<file path="src/rtl/nearest_scale_to_rgba5551_unit_macros.svh">
// ----------------------------------------------------------------------------
// Assertion macros
// Clocked assertion shorthands shared by the texture scaler RTL.
// ----------------------------------------------------------------------------
`ifndef NEAREST_SCALE_TO_RGBA5551_UNIT_MACROS_SVH
`define NEAREST_SCALE_TO_RGBA5551_UNIT_MACROS_SVH

// property checked every clock outside reset
`define NSR_ASSERT(label, prop, msg) \
	label: assert property (@(posedge clk) disable iff (!arst_n) prop) else $error(msg);

// property checked in the cycle after a trigger
`define NSR_ASSERT_NEXT(label, trig, prop, msg) \
	label: assert property (@(posedge clk) disable iff (!arst_n) trig |=> prop) else $error(msg);

`endif

</file>
<file path="src/rtl/nsr_pkg.sv">
// ----------------------------------------------------------------------------
// nsr_pkg
// Types and constants of the nearest-neighbor texture scaler.
// ----------------------------------------------------------------------------
package nsr_pkg;

	localparam int unsigned DIM_W   = 11;
	localparam int unsigned INDEX_W = 14;
	localparam int unsigned ADDR_W  = 20;
	localparam int unsigned QDEPTH  = 2;

	// gradient color at the top row and its swing down to the bottom row
	localparam int unsigned GRAD_R      = 18;
	localparam int unsigned GRAD_G      = 26;
	localparam int unsigned GRAD_B      = 58;
	localparam int unsigned GRAD_R_STEP = 40;
	localparam int unsigned GRAD_G_STEP = 50;
	localparam int unsigned GRAD_B_STEP = 70;
	localparam int unsigned GRAD_SPAN   = 255;

	typedef enum logic [1:0] {
		REG_USE_SOURCE = 2'd0,
		REG_SRC_WIDTH  = 2'd1,
		REG_SRC_HEIGHT = 2'd2
	} nsr_reg_t;

	// classified word handed from front to back
	typedef struct packed {
		logic               active;
		logic               last;
		logic [INDEX_W-1:0] index;
		logic [DIM_W-1:0]   sx;
		logic [DIM_W-1:0]   sy;
		logic [7:0]         shade;
		logic [7:0]         red;
		logic [7:0]         green;
		logic [7:0]         blue;
		logic [7:0]         alpha;
	} nsr_word_t;

	typedef struct packed {
		logic full;
		logic empty;
	} nsr_qstat_t;

endpackage

</file>
<file path="src/rtl/nsr_fifo.sv">
// ----------------------------------------------------------------------------
// nsr_fifo
// Two-entry queue between the classifying front and the output back end.
// ----------------------------------------------------------------------------
`include "nearest_scale_to_rgba5551_unit_macros.svh"

module nsr_fifo (
	input  logic              clk,
	input  logic              arst_n,
	input  logic              wr_en,
	input  nsr_pkg::nsr_word_t wr_word,
	input  logic              rd_en,
	output nsr_pkg::nsr_word_t rd_word,
	output nsr_pkg::nsr_qstat_t qstat
);
	import nsr_pkg::*;

	nsr_word_t  mem_q [QDEPTH];
	logic       wr_ptr_q;
	logic       rd_ptr_q;
	logic [1:0] count_q;

	always_ff @(posedge clk) begin
		if (wr_en) begin
			mem_q[wr_ptr_q] <= wr_word;
		end
	end

	always_ff @(posedge clk or negedge arst_n) begin
		if (!arst_n) begin
			wr_ptr_q <= 1'b0;
			rd_ptr_q <= 1'b0;
			count_q  <= 2'd0;
		end else begin
			if (wr_en) begin
				wr_ptr_q <= ~wr_ptr_q;
			end
			if (rd_en) begin
				rd_ptr_q <= ~rd_ptr_q;
			end
			case ({wr_en, rd_en})
				2'b10:   count_q <= count_q + 2'd1;
				2'b01:   count_q <= count_q - 2'd1;
				default: count_q <= count_q;
			endcase
		end
	end

	assign rd_word     = mem_q[rd_ptr_q];
	assign qstat.full  = (count_q == 2'(QDEPTH));
	assign qstat.empty = (count_q == 2'd0);

	`NSR_ASSERT(a_count_bound, count_q <= 2'(QDEPTH), "queue count beyond depth")
	`NSR_ASSERT_NEXT(a_count_up, wr_en && !rd_en, count_q == $past(count_q) + 2'd1, "queue count did not rise")
	`NSR_ASSERT_NEXT(a_count_down, rd_en && !wr_en, count_q == $past(count_q) - 2'd1, "queue count did not fall")
	`NSR_ASSERT(a_ptr_gap, (wr_ptr_q == rd_ptr_q) == (count_q != 2'd1), "queue pointers out of step")

endmodule

</file>
<file path="src/rtl/nsr_front.sv">
// ----------------------------------------------------------------------------
// nsr_front
// Raster counter: tags each input pixel with its texel position and the
// nearest source coordinates of the following texel.
// ----------------------------------------------------------------------------
module nsr_front #(
	parameter int TEX_DIM = 128
) (
	input  logic                        clk,
	input  logic                        arst_n,
	input  logic                        push,
	input  nsr_pkg::nsr_qstat_t          qstat,
	input  logic [7:0]                  src_red,
	input  logic [7:0]                  src_green,
	input  logic [7:0]                  src_blue,
	input  logic [7:0]                  src_alpha,
	input  logic                        src_on,
	input  logic [nsr_pkg::DIM_W-1:0]   dim_w,
	input  logic [nsr_pkg::DIM_W-1:0]   dim_h,
	output logic                        full,
	output logic                        wr_en,
	output nsr_pkg::nsr_word_t           word
);
	import nsr_pkg::*;

	localparam int CW         = (TEX_DIM > 2) ? $clog2(TEX_DIM) : 1;
	localparam int RW         = CW + 1;
	localparam int ROW_SPAN   = TEX_DIM - 1;
	localparam int SHADE_STEP = GRAD_SPAN / ROW_SPAN;
	localparam int SHADE_REM  = GRAD_SPAN % ROW_SPAN;

	logic [CW-1:0] dest_column_q;
	logic [CW-1:0] dest_row_q;
	logic [7:0]    shade_q;
	logic [CW-1:0] shade_rem_q;
	logic [CW-1:0] nx;
	logic [CW-1:0] ny;
	logic          col_end;
	logic          row_end;
	logic [RW-1:0] rem_sum;
	logic [RW-1:0] rem_diff;
	logic          rem_carry;
	logic [CW-1:0] rem_next;
	logic [7:0]    shade_next;
	logic [31:0]   index_full;
	logic [31:0]   sx_full;
	logic [31:0]   sy_full;

	assign full  = qstat.full;
	assign wr_en = push && !qstat.full;

	always_comb begin
		col_end = (dest_column_q == CW'(TEX_DIM - 1));
		row_end = (dest_row_q == CW'(TEX_DIM - 1));
		nx = col_end ? '0 : dest_column_q + 1'b1;
		if (col_end) begin
			ny = row_end ? '0 : dest_row_q + 1'b1;
		end else begin
			ny = dest_row_q;
		end
		// shade = row * span / (rows - 1), kept as quotient and remainder per row
		rem_sum    = {1'b0, shade_rem_q} + RW'(SHADE_REM);
		rem_carry  = (rem_sum >= RW'(ROW_SPAN));
		rem_diff   = rem_sum - RW'(ROW_SPAN);
		rem_next   = rem_carry ? rem_diff[CW-1:0] : rem_sum[CW-1:0];
		shade_next = shade_q + 8'(SHADE_STEP) + {7'd0, rem_carry};
		index_full = 32'(dest_row_q) * 32'(TEX_DIM) + 32'(dest_column_q);
		sx_full    = (32'(nx) * 32'(dim_w)) / TEX_DIM;
		sy_full    = (32'(ny) * 32'(dim_h)) / TEX_DIM;
	end

	always_comb begin
		word.active = src_on;
		word.last   = col_end && row_end;
		word.index  = index_full[INDEX_W-1:0];
		word.sx     = sx_full[DIM_W-1:0];
		word.sy     = sy_full[DIM_W-1:0];
		word.shade  = shade_q;
		word.red    = src_red;
		word.green  = src_green;
		word.blue   = src_blue;
		word.alpha  = src_alpha;
	end

	always_ff @(posedge clk or negedge arst_n) begin
		if (!arst_n) begin
			dest_column_q <= '0;
			dest_row_q    <= '0;
			shade_q       <= '0;
			shade_rem_q   <= '0;
		end else if (wr_en) begin
			dest_column_q <= nx;
			dest_row_q    <= ny;
			if (col_end) begin
				if (row_end) begin
					shade_q     <= '0;
					shade_rem_q <= '0;
				end else begin
					shade_q     <= shade_next;
					shade_rem_q <= rem_next;
				end
			end
		end
	end

endmodule

</file>
<file path="src/rtl/nsr_back.sv">
// ----------------------------------------------------------------------------
// nsr_back
// Texel packing and fetch address: converts the queued word and holds the
// result word until it is popped.
// ----------------------------------------------------------------------------
module nsr_back (
	input  logic                          clk,
	input  logic                          arst_n,
	input  nsr_pkg::nsr_qstat_t            qstat,
	input  nsr_pkg::nsr_word_t             word,
	input  logic [nsr_pkg::DIM_W-1:0]     dim_w,
	input  logic                          pop,
	output logic                          rd_en,
	output logic                          empty,
	output logic [15:0]                   texel,
	output logic [nsr_pkg::INDEX_W-1:0]   texel_index,
	output logic [nsr_pkg::ADDR_W-1:0]    next_fetch_address,
	output logic                          last_texel
);
	import nsr_pkg::*;

	logic        out_valid_q;
	logic [31:0] grad_r;
	logic [31:0] grad_g;
	logic [31:0] grad_b;
	logic [31:0] addr_full;
	logic [15:0] texel_d;

	// x / 255 by reciprocal; exact for the gradient products (below 2^15)
	function automatic logic [7:0] div_span(input logic [15:0] x);
		logic [16:0] t;
		t = 17'(x) + 17'(x[15:8]) + 17'd1;
		return t[15:8];
	endfunction

	assign rd_en = !qstat.empty && (!out_valid_q || pop);
	assign empty = !out_valid_q;

	always_comb begin
		grad_r = 32'(GRAD_R) + 32'(div_span(16'(word.shade) * 16'(GRAD_R_STEP)));
		grad_g = 32'(GRAD_G) + 32'(div_span(16'(word.shade) * 16'(GRAD_G_STEP)));
		grad_b = 32'(GRAD_B) + 32'(div_span(16'(word.shade) * 16'(GRAD_B_STEP)));
		addr_full = 32'(word.sy) * 32'(dim_w) + 32'(word.sx);
		if (!word.active) begin
			texel_d = {1'b1, grad_b[7:3], grad_g[7:3], grad_r[7:3]};
		end else if (!word.alpha[7]) begin
			texel_d = '0;
		end else begin
			texel_d = {1'b1, word.blue[7:3], word.green[7:3], word.red[7:3]};
		end
	end

	always_ff @(posedge clk or negedge arst_n) begin
		if (!arst_n) begin
			out_valid_q <= 1'b0;
		end else if (rd_en) begin
			out_valid_q <= 1'b1;
		end else if (pop) begin
			out_valid_q <= 1'b0;
		end
	end

	always_ff @(posedge clk) begin
		if (rd_en) begin
			texel              <= texel_d;
			texel_index        <= word.index;
			next_fetch_address <= word.active ? addr_full[ADDR_W-1:0] : '0;
			last_texel         <= word.last;
		end
	end

endmodule

</file>
<file path="src/rtl/nearest_scale_to_rgba5551_unit.sv">
// ----------------------------------------------------------------------------
// nearest_scale_to_rgba5551_unit
// Nearest-neighbor scaler to a square A1B5G5R5 texture, with a blue
// gradient when no source image is set.
//
//   channel   handshake          payload
//   input     push / full        src_red, src_green, src_blue, src_alpha
//   result    empty / pop        texel, texel_index, next_fetch_address, last_texel
//   config    cfg_valid / ready  cfg_index, cfg_data
//
// One word per cycle sustained while pop keeps up; a pushed word reaches the
// result ports through the queue (written by the front) and then the back register.
// The two-entry queue and the result register absorb stalls; full rises only
// when both queue entries wait behind an untaken result.
// Reset clears the raster position, the queue and the registers; no sweep.
// ----------------------------------------------------------------------------
module nearest_scale_to_rgba5551_unit #(
	parameter int TEX_DIM     = 128,
	parameter int MAX_SRC_DIM = 1024
) (
	input  logic                         clk,
	input  logic                         arst_n,
	input  logic                         push,
	output logic                         full,
	input  logic [7:0]                   src_red,
	input  logic [7:0]                   src_green,
	input  logic [7:0]                   src_blue,
	input  logic [7:0]                   src_alpha,
	output logic                         empty,
	input  logic                         pop,
	output logic [15:0]                  texel,
	output logic [nsr_pkg::INDEX_W-1:0]  texel_index,
	output logic [nsr_pkg::ADDR_W-1:0]   next_fetch_address,
	output logic                         last_texel,
	input  logic                         cfg_valid,
	output logic                         cfg_ready,
	input  logic [1:0]                   cfg_index,
	input  logic [nsr_pkg::DIM_W-1:0]    cfg_data
);
	import nsr_pkg::*;

	logic               use_source_q;
	logic [DIM_W-1:0]   src_width_q;
	logic [DIM_W-1:0]   src_height_q;
	logic [DIM_W-1:0]   dim_w;
	logic [DIM_W-1:0]   dim_h;
	logic               src_on;
	logic               wr_en;
	logic               rd_en;
	nsr_word_t          wr_word;
	nsr_word_t          rd_word;
	nsr_qstat_t         qstat;

	assign cfg_ready = 1'b1;

	always_ff @(posedge clk or negedge arst_n) begin
		if (!arst_n) begin
			use_source_q <= 1'b0;
			src_width_q  <= '0;
			src_height_q <= '0;
		end else if (cfg_valid && cfg_ready) begin
			case (cfg_index)
				REG_USE_SOURCE: use_source_q <= cfg_data[0];
				REG_SRC_WIDTH:  src_width_q  <= cfg_data;
				REG_SRC_HEIGHT: src_height_q <= cfg_data;
				default:        ;
			endcase
		end
	end

	// sizes above the supported maximum act as the maximum
	always_comb begin
		dim_w  = (32'(src_width_q) > 32'(MAX_SRC_DIM)) ? DIM_W'(MAX_SRC_DIM) : src_width_q;
		dim_h  = (32'(src_height_q) > 32'(MAX_SRC_DIM)) ? DIM_W'(MAX_SRC_DIM) : src_height_q;
		src_on = use_source_q && (dim_w != '0) && (dim_h != '0);
	end

	nsr_front #(
		.TEX_DIM (TEX_DIM)
	) u_front (
		.clk       (clk),
		.arst_n    (arst_n),
		.push      (push),
		.qstat     (qstat),
		.src_red   (src_red),
		.src_green (src_green),
		.src_blue  (src_blue),
		.src_alpha (src_alpha),
		.src_on    (src_on),
		.dim_w     (dim_w),
		.dim_h     (dim_h),
		.full      (full),
		.wr_en     (wr_en),
		.word      (wr_word)
	);

	nsr_fifo u_fifo (
		.clk     (clk),
		.arst_n  (arst_n),
		.wr_en   (wr_en),
		.wr_word (wr_word),
		.rd_en   (rd_en),
		.rd_word (rd_word),
		.qstat   (qstat)
	);

	nsr_back u_back (
		.clk                (clk),
		.arst_n             (arst_n),
		.qstat              (qstat),
		.word               (rd_word),
		.dim_w              (dim_w),
		.pop                (pop),
		.rd_en              (rd_en),
		.empty              (empty),
		.texel              (texel),
		.texel_index        (texel_index),
		.next_fetch_address (next_fetch_address),
		.last_texel         (last_texel)
	);

endmodule

</file>
<file path="config.mk">
export PLATFORM = sky130hd
export DESIGN_NAME = nearest_scale_to_rgba5551_unit
export DESIGN_NICKNAME = d
export VERILOG_FILES = /design/src/rtl/nsr_pkg.sv /design/src/rtl/nsr_fifo.sv /design/src/rtl/nsr_front.sv /design/src/rtl/nsr_back.sv /design/src/rtl/nearest_scale_to_rgba5551_unit.sv
export VERILOG_INCLUDE_DIRS = /design/src /design/src/rtl
export SDC_FILE = /design/constraint.sdc
export NUM_CORES = 1
export LEC_CHECK = 0
export ABC_CLOCK_PERIOD_IN_PS = 8050
export BUFFER_PORTS_ARGS = -buffer_cell sky130_fd_sc_hd__buf_2
export CAP_MARGIN = 20
export CORE_ASPECT_RATIO = 0.5
export CORE_MARGIN = 2
export CORE_UTILIZATION = 55
export CTS_CLUSTER_SIZE = 24
export DETAILED_ROUTE_END_ITERATION = 8
export GPL_ROUTABILITY_DRIVEN = 0
export HOLD_SLACK_MARGIN = 0.15
export PLACE_DENSITY_LB_ADDON = 0.3
export SETUP_SLACK_MARGIN = 0.3
export SYNTH_ARGS = -nofsm -noshare
export SYNTH_HDL_FRONTEND = slang
export SYNTH_SLANG_ARGS = --single-unit
</file>
<file path="constraint.sdc">
create_clock -name clk -period 8.05 [get_ports clk]
set_clock_uncertainty 0.2 [all_clocks]
set_input_delay 1.61 -clock clk [delete_from_list [all_inputs] [get_ports clk]]
set_output_delay 1.61 -clock clk [all_outputs]
set_load 0.005 [all_outputs]
</file>
==> flow_metrics.py <==
metrics = {
    "status": {
        "status": "complete, no violations",
    },
    "floorplanning": {
        "die_w_um": 272.5,
        "start_util": 0.5555,
        "fp.dieH_um": 138.2,
        "dieArea_sq_mm": 0.03767,
        "ios": 104,
        "num_rows": 49,
        "core_sq_mm": 0.03568,
    },
    "timing": {
        "period_share": 0.9107,
        "hold_viol": 0,
        "rsz0062_at_grt": "no",
        "fmax_mhz": 136.4,
        "finalMaxSlewViolations": 0,
        "setup-tns-final_ns": 0,
        "setup_viol": 0,
        "fin_crit_ns": 7.331,
        "max_slew_margin": 0.3012,
        "worst_pin_slew_ns": 1.046,
    },
    "place": {
        "port_buffers": 86,
        "place.detailed.hpwl_mm": 32.52,
    },
    "cts": {
        "h-tree-depth": 1,
        "postCtsSetupRepairBufs": 0,
        "root_buffer": "clkbuf_16",
        "cts_tree": "yes",
        "numCtsBuffers": 23,
        "cts_hold_buf": 0,
        "cts.sinks": 232,
        "clock_latency_ns": 0.55,
        "clock_path_buffers": 3,
        "cts.reportedPaths.clkPinSlew_ns": 0.08,
    },
    "setup_path": {
        "cp_data_arrival_time_ns": 7.41,
        "worst-r2r-setup-slack_ns": 0.72,
        "cp-end-kind": "flip-flop",
        "crit_path_start": "u_front.dest_column_q[0]$_DFFE_PN0P_",
        "start_kind": "flip-flop",
        "reg2regPathDepth": 22,
        "cp_max_fo": 11,
        "endpoint": "u_fifo.mem_q[1][50]$_DFFE_PP_",
        "required_ns": 8.13,
        "worstReg2RegStart": "u_front.dest_column_q[0]$_DFFE_PN0P_",
        "r2r_end": "u_fifo.mem_q[1][50]$_DFFE_PP_",
        "crit_type": "flip-flop to flip-flop",
    },
    "pwr": {
        "clock_power_share": 0.137,
        "p_switching_w": 0.003760,
        "power_frac_comb": 0.625,
        "vdd_ir_drop_max_uv": 420.4,
        "internal-power_w": 0.004684,
        "power.share.switching": 0.4453,
        "p_per_area_mw_per_mm2": 389.4,
        "power_frac_seq": 0.238,
        "p_leak_nw": 10.38,
        "total_power_w": 0.008443,
    },
    "yosys": {
        "synth_area_sq_mm": 0.01982,
        "async_reset_ff_frac": 0.2457,
        "synth_area_leader_cell": "edfxtp_1",
        "syn-num-nets": 2315,
        "synth-edff-count": 175,
        "synth_area_leaders": "edfxtp_1, fa_1, ha_1, dfrtp_1, inv_1",
        "netlist_top_cells_count": "inv_1, nand2_1, ha_1",
        "ys_seq_area_frac": 0.3371,
        "yosys_warnings": 0,
        "yosysMostFrequentCell": "inv_1",
        "avgSynthCellArea_sq_um": 10.52,
        "ys_ff_latch": 232,
        "syn_inst": 1884,
        "synth_top_area_frac": 0.2651,
        "ys_types": 72,
        "synth_ff_type": "edfxtp_1",
    },
    "drt": {
        "drt_wl_total_mm": 42.60,
        "drtAntennaViolNets": 0,
        "wl_per_cell_um": 17.27,
        "dr.pass1.iters": 5,
        "viasPerCell": 5.503,
        "drc": 0,
        "drt_iter0_drc": 960,
        "vias": 13570,
    },
    "job": {
        "maxCapViolations": 0,
    },
    "finish": {
        "fillers": 2911,
        "area_delta_synth_final_pct": 9.393,
        "drive_gt1_frac": 0.1162,
        "nets": 2395,
    },
    "global_route": {
        "grt_max_degree": 63,
        "grt_pass1_vias": 13890,
        "gr-total-overflow": 0,
        "antenna_found_initial": 1,
        "grt_first_pass_wirelength_mm": 70.79,
        "grt_usage": 0.2346,
    },
    "hold_path": {
        "min_from": "u_front.shade_q[7]$_DFFE_PN0P_",
        "hp-class": "flip-flop to flip-flop",
    },
}
-- worst max-delay path, cell delays in order, from the launching register on --
cell and delay [ns]:
dfrtp_1 0.46, ha_1 0.24, nand3_1 0.22, nor2_1 0.70, nand4_1 0.22, xor2_1 0.21, nor2_1 0.66, nand2_1 0.20
fa_1 0.54, fa_1 0.52, fa_1 0.54, inv_1 0.05, fa_1 0.47, ha_1 0.31, nand2_1 0.08, o21ai_0 0.22
inv_1 0.07, o311a_1 0.14, o21bai_1 0.33, a311oi_1 0.18, o21bai_1 0.23, a21oi_1 0.12, xnor2_1 0.14
-- worst min path at each step --
stage / end / cells after the start
2_1_floorplan: u_fifo.mem_q[0][39]$_DFFE_PP_ / 0
3_3_place_gp: u_fifo.mem_q[1][39]$_DFFE_PP_ / 0
3_5_place_dp: u_fifo.mem_q[0][39]$_DFFE_PP_ / 0
4_1_cts: u_fifo.mem_q[1][39]$_DFFE_PP_ / 0
5_1_grt: u_fifo.mem_q[1][39]$_DFFE_PP_ / 0
6_report: u_fifo.mem_q[1][39]$_DFFE_PP_ / 0
-- routing by layer --
layer  vias up  routed length [um]  track usage
li1       6380                   -            -
met1      6708               19090       0.3259
met2       432               19620       0.3865
met3        51                3150      0.04603
met4         0                 739      0.04800
met5         -                   0            0
-- stage by stage --
stage / setup WS, ns / std cells / instance area (sq um) / util / hold WS (ns)
final: 0.7187 / 2466 / 21680 / 0.6077 / 0.3101
after detailed placement: 0.7870 / 2423 / 20870 / 0.5849 / 0.2799
after global placement: 0.9251 / 2423 / 20870 / 0.5849 / 0.2761
after CTS: 0.7549 / 2464 / 21680 / 0.6075 / 0.3068
after global routing: 0.3574 / 2464 / 21680 / 0.6075 / 0.3290
after floorplan: 1.103 / 1884 / 19820 / - / 0.2616
-- repair_timing --
item                                   4_1_cts  5_1_grt
setup endpoints to repair                    0        2
endpoints found under the hold margin        0        0
gates resized for setup                      0        1
-- power groups by stage --
stage	Sequential [W]	Combinational [W]	Clock, W
final	0.00201	0.00527	0.00116
after global placement	0.00202	0.00512	0
after detailed placement	0.00204	0.00525	0
after CTS	0.00201	0.00530	0.00118
after global routing	0.00204	0.00601	0.00123
after floorplan	0.00197	0.00394	0
-- cell type report --
cell class	instances	area (sq um)	area share
clock buffers	30	633.1	0.02920
inverters	282	1059	0.04882
clock inverters	11	173.9	0.008021
diodes	2	5.005	0.0002308
flip-flops and latches	232	6685	0.3083
repair buffers	112	625.6	0.02885
well taps	484	605.6	0.02793
multi-input cells	1313	11900	0.5486
-- state kept, by name (all words and copies together), names as in the netlist --
name and flops:
src_width_q 11, u_back.last_texel 1, u_front.shade_rem_q 7, u_fifo.wr_ptr_q 1
u_fifo.rd_ptr_q 1, u_back.texel_index 14, u_front.dest_row_q 7, u_fifo.count_q 2
u_fifo.mem_q 124, u_back.next_fetch_address 20, u_back.texel 16, u_front.shade_q 8
use_source_q 1, src_height_q 11, u_front.dest_column_q 7, u_back.out_valid_q 1
-- layout by cell type, fill, tap and decap left out, types with 18 or more instances in the layout --
master	synthesis	final
a21oi_1	46	45
and2_1	42	42
buf_2	0	86
buf_4	1	26
clkbuf_16	0	24
dfrtp_1	57	56
edfxtp_1	175	175
fa_1	186	186
ha_1	195	195
inv_1	282	282
mux2_2	58	58
mux2i_1	41	40
nand2_1	244	244
nand3_1	28	28
nor2_1	106	103
nor2b_1	37	37
nor3_1	18	18
o21ai_0	45	45
xnor2_1	56	56
xor2_1	41	41
-- cells by family after synthesis --
| logic type | Yosys count | share of synthesized area |
|---|---|---|
| flops | 232 | 0.3371 |
| compound gates | 181 | 0.06022 |
| mux | 99 | 0.05365 |
| fa+ha+maj | 381 | 0.3109 |
| buf+inv | 339 | 0.06439 |
| simple gates | 553 | 0.1295 |
| other cells | 1 | 0.0001892 |
| xor+xnor | 98 | 0.04406 |
Note: power is estimated with default switching activity, not from simulation.
